`src/hw/rtl/srpg_pkg.sv`:
```
// ----------------------------------------------------------------------------
// srpg_pkg
// Shared widths, command codes and the result word type of the stepper ramp
// pulse generator.
// ----------------------------------------------------------------------------
package srpg_pkg;

   localparam int FREQ_WIDTH  = 16;
   localparam int COUNT_WIDTH = 32;
   localparam int RAMP_WIDTH  = 16;

   typedef enum logic [1:0] {
      CMD_TICK      = 2'd0,
      CMD_START_CW  = 2'd1,
      CMD_START_CCW = 2'd2,
      CMD_STOP      = 2'd3
   } cmd_type;

   typedef struct packed {
      logic                   pulse_level;
      logic                   direction;
      logic                   running;
      logic [FREQ_WIDTH-1:0]  frequency;
      logic [COUNT_WIDTH-1:0] pulses_done;
      logic                   move_done;
   } rsp_type;

endpackage

```
`src/hw/rtl/stepper_ramp_pulse_generator.sv`:
```
// ----------------------------------------------------------------------------
// stepper_ramp_pulse_generator
// Step pulse generator for one stepper move with a trapezoidal speed ramp.
// ----------------------------------------------------------------------------
// Each request word is a command: tick, start clockwise, start counterclockwise
// or stop. A start loads the start frequency, ramp steps, ramp lengths and the
// pulse total (ignored if the frequency or the total is zero). Every tick of a
// running move toggles the step level, counts a pulse on each falling edge and
// then raises the frequency while the count is below accel_pulses, or lowers
// it while count plus decel_pulses exceeds the total, saturating to 1..65535.
// The tick that finds the count at the total ends the move and flags
// move_done. Every request word yields exactly one response word carrying the
// state after that command; frequency is meant to reprogram the tick timer.
// Rate: one word per clock cycle while req_stall is low. The whole update is
// one pass of logic from the move state registers into the response register,
// or into the skid entry while that register holds a stalled word. A two-entry
// output buffer (response register plus skid) lets a request be taken while a
// response still waits; req_stall rises only when both entries are occupied.
// ----------------------------------------------------------------------------
module stepper_ramp_pulse_generator (
   input  logic                              clock,
   input  logic                              reset,
   input  logic                              req_valid,
   output logic                              req_stall,
   input  logic [1:0]                        req_command,
   input  logic [srpg_pkg::FREQ_WIDTH-1:0]   req_start_frequency,
   input  logic [srpg_pkg::RAMP_WIDTH-1:0]   req_accel_step,
   input  logic [srpg_pkg::RAMP_WIDTH-1:0]   req_accel_pulses,
   input  logic [srpg_pkg::RAMP_WIDTH-1:0]   req_decel_step,
   input  logic [srpg_pkg::RAMP_WIDTH-1:0]   req_decel_pulses,
   input  logic [srpg_pkg::COUNT_WIDTH-1:0]  req_total_pulses,
   output logic                              rsp_valid,
   input  logic                              rsp_stall,
   output logic                              rsp_pulse_level,
   output logic                              rsp_direction,
   output logic                              rsp_running,
   output logic [srpg_pkg::FREQ_WIDTH-1:0]   rsp_frequency,
   output logic [srpg_pkg::COUNT_WIDTH-1:0]  rsp_pulses_done,
   output logic                              rsp_move_done
);

   logic              buf_full;
   logic              req_take;
   srpg_pkg::rsp_type next_word;
   srpg_pkg::rsp_type out_word;

   // Take a word whenever the skid entry is free.
   assign req_stall = buf_full;
   assign req_take  = req_valid && !buf_full;

   // Advance the move state and form the response word in the same cycle.
   srpg_core u_core (
      .clock           (clock),
      .reset           (reset),
      .item_take       (req_take),
      .command         (srpg_pkg::cmd_type'(req_command)),
      .start_frequency (req_start_frequency),
      .accel_step      (req_accel_step),
      .accel_pulses    (req_accel_pulses),
      .decel_step      (req_decel_step),
      .decel_pulses    (req_decel_pulses),
      .total_pulses    (req_total_pulses),
      .result          (next_word)
   );

   // Hold responses until the consumer takes them.
   srpg_obuf u_obuf (
      .clock     (clock),
      .reset     (reset),
      .push      (req_take),
      .push_word (next_word),
      .full      (buf_full),
      .out_valid (rsp_valid),
      .out_stall (rsp_stall),
      .out_word  (out_word)
   );

   assign rsp_pulse_level = out_word.pulse_level;
   assign rsp_direction   = out_word.direction;
   assign rsp_running     = out_word.running;
   assign rsp_frequency   = out_word.frequency;
   assign rsp_pulses_done = out_word.pulses_done;
   assign rsp_move_done   = out_word.move_done;

endmodule

```
`src/hw/rtl/srpg_core.sv`:
```
// ----------------------------------------------------------------------------
// srpg_core
// Move state and its combinational update for one accepted word.
// ----------------------------------------------------------------------------
module srpg_core (
   input  logic                                clock,
   input  logic                                reset,
   input  logic                                item_take,
   input  srpg_pkg::cmd_type                   command,
   input  logic [srpg_pkg::FREQ_WIDTH-1:0]     start_frequency,
   input  logic [srpg_pkg::RAMP_WIDTH-1:0]     accel_step,
   input  logic [srpg_pkg::RAMP_WIDTH-1:0]     accel_pulses,
   input  logic [srpg_pkg::RAMP_WIDTH-1:0]     decel_step,
   input  logic [srpg_pkg::RAMP_WIDTH-1:0]     decel_pulses,
   input  logic [srpg_pkg::COUNT_WIDTH-1:0]    total_pulses,
   output srpg_pkg::rsp_type                   result
);

   localparam int FW = srpg_pkg::FREQ_WIDTH;
   localparam int CW = srpg_pkg::COUNT_WIDTH;
   localparam int RW = srpg_pkg::RAMP_WIDTH;

   logic          run_ff,   run_in;
   logic          pulse_ff, pulse_in;
   logic          dir_ff,   dir_in;
   logic [FW-1:0] freq_ff,  freq_in;
   logic [RW-1:0] up_step_ff,   up_step_in;
   logic [RW-1:0] up_len_ff,    up_len_in;
   logic [RW-1:0] down_step_ff, down_step_in;
   logic [RW-1:0] down_len_ff,  down_len_in;
   logic [CW-1:0] total_ff, total_in;
   logic [CW-1:0] count_ff, count_in;
   logic          done;

   logic [CW-1:0]  count_after;
   logic           up_hit, down_hit;
   logic [FW+RW:0] up_sum;
   logic [CW:0]    down_sum;
   logic [FW-1:0]  freq_ramped;

   // Ramp decision on the count as it stands after this tick's toggle.
   always_comb begin
      count_after = pulse_ff ? count_ff + CW'(1) : count_ff;
      up_hit      = (up_step_ff != '0) && (up_len_ff != '0) &&
                    (count_after < CW'(up_len_ff));
      down_sum    = {1'b0, count_after} + (CW+1)'(down_len_ff);
      down_hit    = (down_step_ff != '0) && (down_len_ff != '0) &&
                    (down_sum > {1'b0, total_ff});
      up_sum      = (FW+RW+1)'(freq_ff) + (FW+RW+1)'(up_step_ff);
      if (up_hit) begin
         freq_ramped = (up_sum[FW+RW:FW] != '0) ? '1 : up_sum[FW-1:0];
      end else if (down_hit) begin
         freq_ramped = ((FW+RW)'(down_step_ff) >= (FW+RW)'(freq_ff)) ? FW'(1)
                       : freq_ff - FW'(down_step_ff);
      end else begin
         freq_ramped = freq_ff;
      end
   end

   always_comb begin
      run_in       = run_ff;
      pulse_in     = pulse_ff;
      dir_in       = dir_ff;
      freq_in      = freq_ff;
      up_step_in   = up_step_ff;
      up_len_in    = up_len_ff;
      down_step_in = down_step_ff;
      down_len_in  = down_len_ff;
      total_in     = total_ff;
      count_in     = count_ff;
      done         = 1'b0;
      unique case (command)
         srpg_pkg::CMD_TICK: begin
            if (run_ff) begin
               if (count_ff >= total_ff) begin
                  run_in   = 1'b0;
                  pulse_in = 1'b0;
                  done     = 1'b1;
               end else begin
                  pulse_in = ~pulse_ff;
                  count_in = count_after;
                  freq_in  = freq_ramped;
               end
            end
         end
         srpg_pkg::CMD_STOP: begin
            run_in       = 1'b0;
            pulse_in     = 1'b0;
            freq_in      = '0;
            up_step_in   = '0;
            up_len_in    = '0;
            down_step_in = '0;
            down_len_in  = '0;
            total_in     = '0;
         end
         srpg_pkg::CMD_START_CW, srpg_pkg::CMD_START_CCW: begin
            if (start_frequency != '0 && total_pulses != '0) begin
               dir_in       = (command == srpg_pkg::CMD_START_CCW);
               pulse_in     = 1'b0;
               freq_in      = start_frequency;
               up_step_in   = accel_step;
               up_len_in    = accel_pulses;
               down_step_in = decel_step;
               down_len_in  = decel_pulses;
               total_in     = total_pulses;
               count_in     = '0;
               run_in       = 1'b1;
            end
         end
         default: begin
         end
      endcase
      result.pulse_level = pulse_in;
      result.direction   = dir_in;
      result.running     = run_in;
      result.frequency   = freq_in;
      result.pulses_done = count_in;
      result.move_done   = done;
   end

   always_ff @(posedge clock) begin
      if (reset) begin
         run_ff       <= 1'b0;
         pulse_ff     <= 1'b0;
         dir_ff       <= 1'b0;
         freq_ff      <= '0;
         up_step_ff   <= '0;
         up_len_ff    <= '0;
         down_step_ff <= '0;
         down_len_ff  <= '0;
         total_ff     <= '0;
         count_ff     <= '0;
      end else if (item_take) begin
         run_ff       <= run_in;
         pulse_ff     <= pulse_in;
         dir_ff       <= dir_in;
         freq_ff      <= freq_in;
         up_step_ff   <= up_step_in;
         up_len_ff    <= up_len_in;
         down_step_ff <= down_step_in;
         down_len_ff  <= down_len_in;
         total_ff     <= total_in;
         count_ff     <= count_in;
      end
   end

endmodule

```
`src/hw/rtl/srpg_obuf.sv`:
```
// ----------------------------------------------------------------------------
// srpg_obuf
// Result register with a skid stage so the input side never waits on a
// single stalled result.
// ----------------------------------------------------------------------------
module srpg_obuf (
   input  logic              clock,
   input  logic              reset,
   input  logic              push,
   input  srpg_pkg::rsp_type push_word,
   output logic              full,
   output logic              out_valid,
   input  logic              out_stall,
   output srpg_pkg::rsp_type out_word
);

   logic              main_valid_ff, main_valid_in;
   logic              skid_valid_ff, skid_valid_in;
   srpg_pkg::rsp_type main_ff, main_in;
   srpg_pkg::rsp_type skid_ff, skid_in;
   logic              pop;

   always_comb begin
      pop           = main_valid_ff && !out_stall;
      main_valid_in = main_valid_ff;
      skid_valid_in = skid_valid_ff;
      main_in       = main_ff;
      skid_in       = skid_ff;
      if (skid_valid_ff) begin
         // Input side is held off; drain skid into main on a pop.
         if (pop) begin
            main_in       = skid_ff;
            skid_valid_in = 1'b0;
         end
      end else if (push) begin
         if (!main_valid_ff || pop) begin
            main_in       = push_word;
            main_valid_in = 1'b1;
         end else begin
            skid_in       = push_word;
            skid_valid_in = 1'b1;
         end
      end else if (pop) begin
         main_valid_in = 1'b0;
      end
   end

   always_ff @(posedge clock) begin
      if (reset) begin
         main_valid_ff <= 1'b0;
         skid_valid_ff <= 1'b0;
      end else begin
         main_valid_ff <= main_valid_in;
         skid_valid_ff <= skid_valid_in;
      end
      main_ff <= main_in;
      skid_ff <= skid_in;
   end

   assign full      = skid_valid_ff;
   assign out_valid = main_valid_ff;
   assign out_word  = main_ff;

endmodule

```
`config.mk`:
```
export PLATFORM = sky130hd
export DESIGN_NAME = stepper_ramp_pulse_generator
export DESIGN_NICKNAME = d
export VERILOG_FILES = /design/src/hw/rtl/srpg_pkg.sv /design/src/hw/rtl/stepper_ramp_pulse_generator.sv /design/src/hw/rtl/srpg_core.sv /design/src/hw/rtl/srpg_obuf.sv
export SDC_FILE = /design/constraint.sdc
export NUM_CORES = 1
export LEC_CHECK = 0
export ABC_AREA = 0
export ABC_CLOCK_PERIOD_IN_PS = 10400
export BUFFER_PORTS_ARGS = -buffer_cell sky130_fd_sc_hd__buf_2
export CAP_MARGIN = 10
export CELL_PAD_IN_SITES_DETAIL_PLACEMENT = 0
export CELL_PAD_IN_SITES_GLOBAL_PLACEMENT = 1
export CORE_UTILIZATION = 40
export DETAILED_ROUTE_END_ITERATION = 8
export PLACE_DENSITY = 0.76
export SLEW_MARGIN = 20
export SYNTH_ARGS = -nofsm -noshare
export SYNTH_HDL_FRONTEND = slang
export SYNTH_SLANG_ARGS = --single-unit
```
`constraint.sdc`:
```
create_clock -name clock -period 10.4 [get_ports clock]
set_clock_uncertainty 0.2 [all_clocks]
set_input_delay 2.08 -clock clock [delete_from_list [all_inputs] [get_ports clock]]
set_output_delay 2.08 -clock clock [all_outputs]
set_load 0.005 [all_outputs]
```
==> out/results.tsv <==
stage	metric	value	unit
status	status	completed	
setup_path	worstPathRequired	10520	ps
sta	timing.final.crit_share	0.673	
setup_path	crit_buf_inv	1	
floorplanning	ios	172	
sta	hold_slack	297	ps
setup_path	worstSetupPathType	reg -> reg	
synthesis	synth_seq_cells	253	
floorplanning	initial_core_util	0.405	
placed_design	dp_cells	2378	
synthesis	synth_top_family_by_area	compound AO/OA/AOI/OAI gates	
sta	relSlewSlack	0.280	
sta	max_freq	143	MHz
placed_design	place_congestion	0.937	
power_and_ir_drop	vdd.ir_drop.worst	0.116	mV
global_route	busiest_layer	met1	
final_layout	nets	2138	
sta	final-setup-viol-count	0	
routing	routed_wl	52300	um
routing	wire_per_inst	21.5	um
synthesis	syn_inst	1762	
synthesis	syn_area	16100	um2
placed_design	io_buffers	171	
synthesis	synth.distinct_cells	80	
sta	fin_setup_tns	0	ps
setup_path	crit_fanout	15	
clock_network	cts_buffer_depth	3	
final_layout	layout-drive-gt1-share	0.171	
synthesis	synth_area_per_cell	9.14	um2
synthesis	synth_xor_area_frac	0.0397	
final_layout	fill_cells	3848	
floorplanning	dieArea	41100	um2
clock_network	cts_max_level	1	
synthesis	synth_mux_area_frac	0.0408	
synthesis	synth-simple-area-share	0.182	
routing	drt_iter0_markers	1357	
setup_path	max_stage_delay	720	ps
power_and_ir_drop	p_leak	7.56	nW
floorplanning	die_h	203	um
sta	finalCriticalPeriod	7000	ps
routing	detail_route.drc_violations	0	
setup_path	cp_top_family	simple AND/OR/NAND/NOR gates	
global_route	grt_use_met1	0.394	
setup_path	worstReg2RegEnd	u_obuf.out_word[33]$_DFFE_PP_	
final_layout	antenna_cells	0	
clock_network	cts_made_buffers	28	
synthesis	ys_async_sr_fraction	0	
final_layout	fin_cells	2430	
clock_network	cts_tree	done	
floorplanning	rows	73	
setup_path	startpoint_type	register	
global_route	grt_pass1_vias	13300	
floorplanning	die_w	203	um
synthesis	synth-adder-area-share	0.108	
setup_path	crit_path_frequent_cell	ha_1	
global_route	grt_pass1_wl	80000	um
flow_run	max-cap-violations	0	
clock_network	cts_resized	0	
power_and_ir_drop	powerDensity	155	nW/um2
clock_network	cts_setup_buffers	0	
routing	dr.pass1.iters	8	
sta	worst_pin_slew	1080	ps
global_route	grt_antenna_before_repair	0	
global_route	gr-usage-met3	0.0313	
hold_path	whs_path_depth	2	
setup_path	critical_path.cell_chain	ha_1 > and4_1 > and2_1 > nand2_1 > xnor2_1 > ha_1 > or2_2 > o221a_2 > o311a_1 > o21ai_0 > a31oi_1 > nand2_1 > nor3_1 > xnor2_1 > ha_1 > nand4_1 > nor4_1 > and3b_1 > o211ai_1 > buf_4 > and2_4 > o21ai_0 > o211ai_1 > mux2_2	
clock_network	path_clk_slew	60	ps
synthesis	yosysSeqAreaShare	0.379	
sta	rsz0062_at_grt	no	
synthesis	synth_warnings	0	
setup_path	cp_slowest_cell	a31oi_1	
setup_path	rrSetupSlack	3400	ps
global_route	grt_use_met2	0.360	
setup_path	critPathArrivalTime	7110	ps
sta	drv_slew	0	
clock_network	clock-root-buffer	clkbuf_16	
clock_network	clock_latency	570	ps
synthesis	syn_nets	2017	
routing	viasPerCell	5.88	
global_route	grt_max_degree	97	
floorplanning	coreArea	39700	um2
synthesis	synth_edf_count	104	
hold_path	hold_end	u_core.total_ff[6]$_SDFFE_PP0P_	
placed_design	dp_hpwl	39300	um
global_route	overflow	0	
setup_path	r2r-start	u_core.count_ff[0]$_SDFFE_PP0P_	
synthesis	synth_top_flop_cell	dfxtp_1	
clock_network	cts_sinks	253	
routing	antenna_left	0	
sta	finalHoldViolCount	0	
setup_path	cp-end-kind	register	
routing	vias	14300	
hold_path	hold_class	reg -> reg	
hold_path	min_from	u_core.total_ff[6]$_SDFFE_PP0P_	
setup_path	rr_worst_depth	24	
global_route	grt.total_usage	0.250	
clock_network	cts_hold_buf	0	
synthesis	synth_compound_area_frac	0.203	
final_layout	synthToLayoutAreaGrowth	13.8	%
[layout by cell type (no fill, tap or decap), types with 12 or more instances in the layout]
cell type | netlist | routed
nor2_1 | 216 | 216
buf_2 | 10 | 170
dfxtp_1 | 149 | 149
ha_1 | 134 | 134
a22oi_1 | 104 | 104
edfxtp_1 | 104 | 104
inv_1 | 99 | 99
nand2_1 | 83 | 82
a21oi_1 | 81 | 80
o21ai_0 | 75 | 75
mux2_2 | 53 | 53
xnor2_1 | 47 | 47
nor4_1 | 43 | 43
nor3_1 | 39 | 38
nand3_1 | 37 | 37
nand4_1 | 31 | 31
clkbuf_16 | 0 | 29
a21o_1 | 28 | 28
xor2_1 | 26 | 26
o31ai_1 | 21 | 21
o21a_1 | 20 | 20
nand2b_1 | 19 | 19
or2_2 | 19 | 19
nor2b_1 | 19 | 18
a31oi_1 | 16 | 16
o211a_1 | 15 | 15
buf_4 | 4 | 15
a22o_1 | 14 | 14
and4_1 | 12 | 12
[power by group]
group	total (mW)	internal, mW	leakage [nW]	switching [mW]
combinational	0.616	0.244	4.84	0.372
clock	1.07	0.630	0.474	0.440
sequential	1.16	1.10	2.24	0.0635
total	2.85	1.97	7.56	0.875
[area by class of cell]
class                           instances  area [um2]  area share
Clock inverter                         18         204      0.0111
Clock buffer                           34         774      0.0422
Inverter                              100         375      0.0205
Multi-Input combinational cell       1315        9250       0.505
Sequential cell                       253        6110       0.333
Tap cell                              525         657      0.0358
Timing Repair Buffer                  185         963      0.0526
[flip-flops by register name, summed over array words and instances (netlist names)]
name,flops
u_core.count_ff,32
u_core.dir_ff,1
u_core.down_len_ff,16
u_core.down_step_ff,16
u_core.freq_ff,16
u_core.pulse_ff,1
u_core.run_ff,1
u_core.total_ff,32
u_core.up_len_ff,16
u_core.up_step_ff,16
u_obuf.full,1
u_obuf.out_valid,1
u_obuf.out_word,52
u_obuf.skid_ff,52
[cells in the mapped netlist (31+ instances only)]
cell      number  area (um2)
a21oi_1       81         405
a22oi_1      104         781
clkbuf_1      68         255
dfxtp_1      149        2980
edfxtp_1     104        3120
ha_1         134        1680
inv_1         99         372
mux2_2        53         597
nand2_1       83         312
nand3_1       37         185
nand4_1       31         194
nor2_1       216         811
nor3_1        39         195
nor4_1        43         269
o21ai_0       75         375
xnor2_1       47         412
[per-layer routing]
layer,share of wire,wire length [um]
met5,0,0
met4,0.015,797
met3,0.073,3810
met2,0.41,21600
met1,0.50,26100
[worst min-delay path, delay by kind of cell (launching register included)]
kind	cells	cell delay, ps
compound gates	1	60
simple gates	1	70
flops	1	330
[worst max-delay path by stage]
stage	to	from	depth (start not counted)	slack, ps
after global placement	u_obuf.out_word[37]$_DFFE_PP_	u_core.count_ff[0]$_SDFFE_PP0P_	27	3700
after floorplan	u_obuf.out_word[0]$_DFFE_PP_	req_valid	5	4340
final	u_obuf.out_word[33]$_DFFE_PP_	u_core.count_ff[0]$_SDFFE_PP0P_	24	3400
after global routing	u_obuf.out_word[33]$_DFFE_PP_	u_core.count_ff[0]$_SDFFE_PP0P_	24	2850
after CTS	u_obuf.out_word[33]$_DFFE_PP_	u_core.count_ff[0]$_SDFFE_PP0P_	24	3510
after detailed placement	u_obuf.out_word[33]$_DFFE_PP_	u_core.count_ff[0]$_SDFFE_PP0P_	24	3560
[cell families (layout without fill, tap and decap cells)]
family,Yosys count,after routing
simple gates,577,577
compound gates,469,469
buf+inv,194,337
flops,253,253
xor+xnor,73,73
mux,59,59
fa+ha+maj,137,137
[per-stage QoR]
step / util / power [mW] / instance area [um2] / setup slack [ps]
detailed placement: 0.437 / 1.79 / 17400 / 3560
finish: 0.461 / 2.85 / 18300 / 3400
floorplan: - / 1.58 / 16100 / 4340
CTS: 0.461 / 2.86 / 18300 / 3510
global route: 0.461 / 2.97 / 18300 / 2850
global placement: 0.437 / 1.78 / 17400 / 3700
Note: power is estimated with default switching activity, not from simulation.
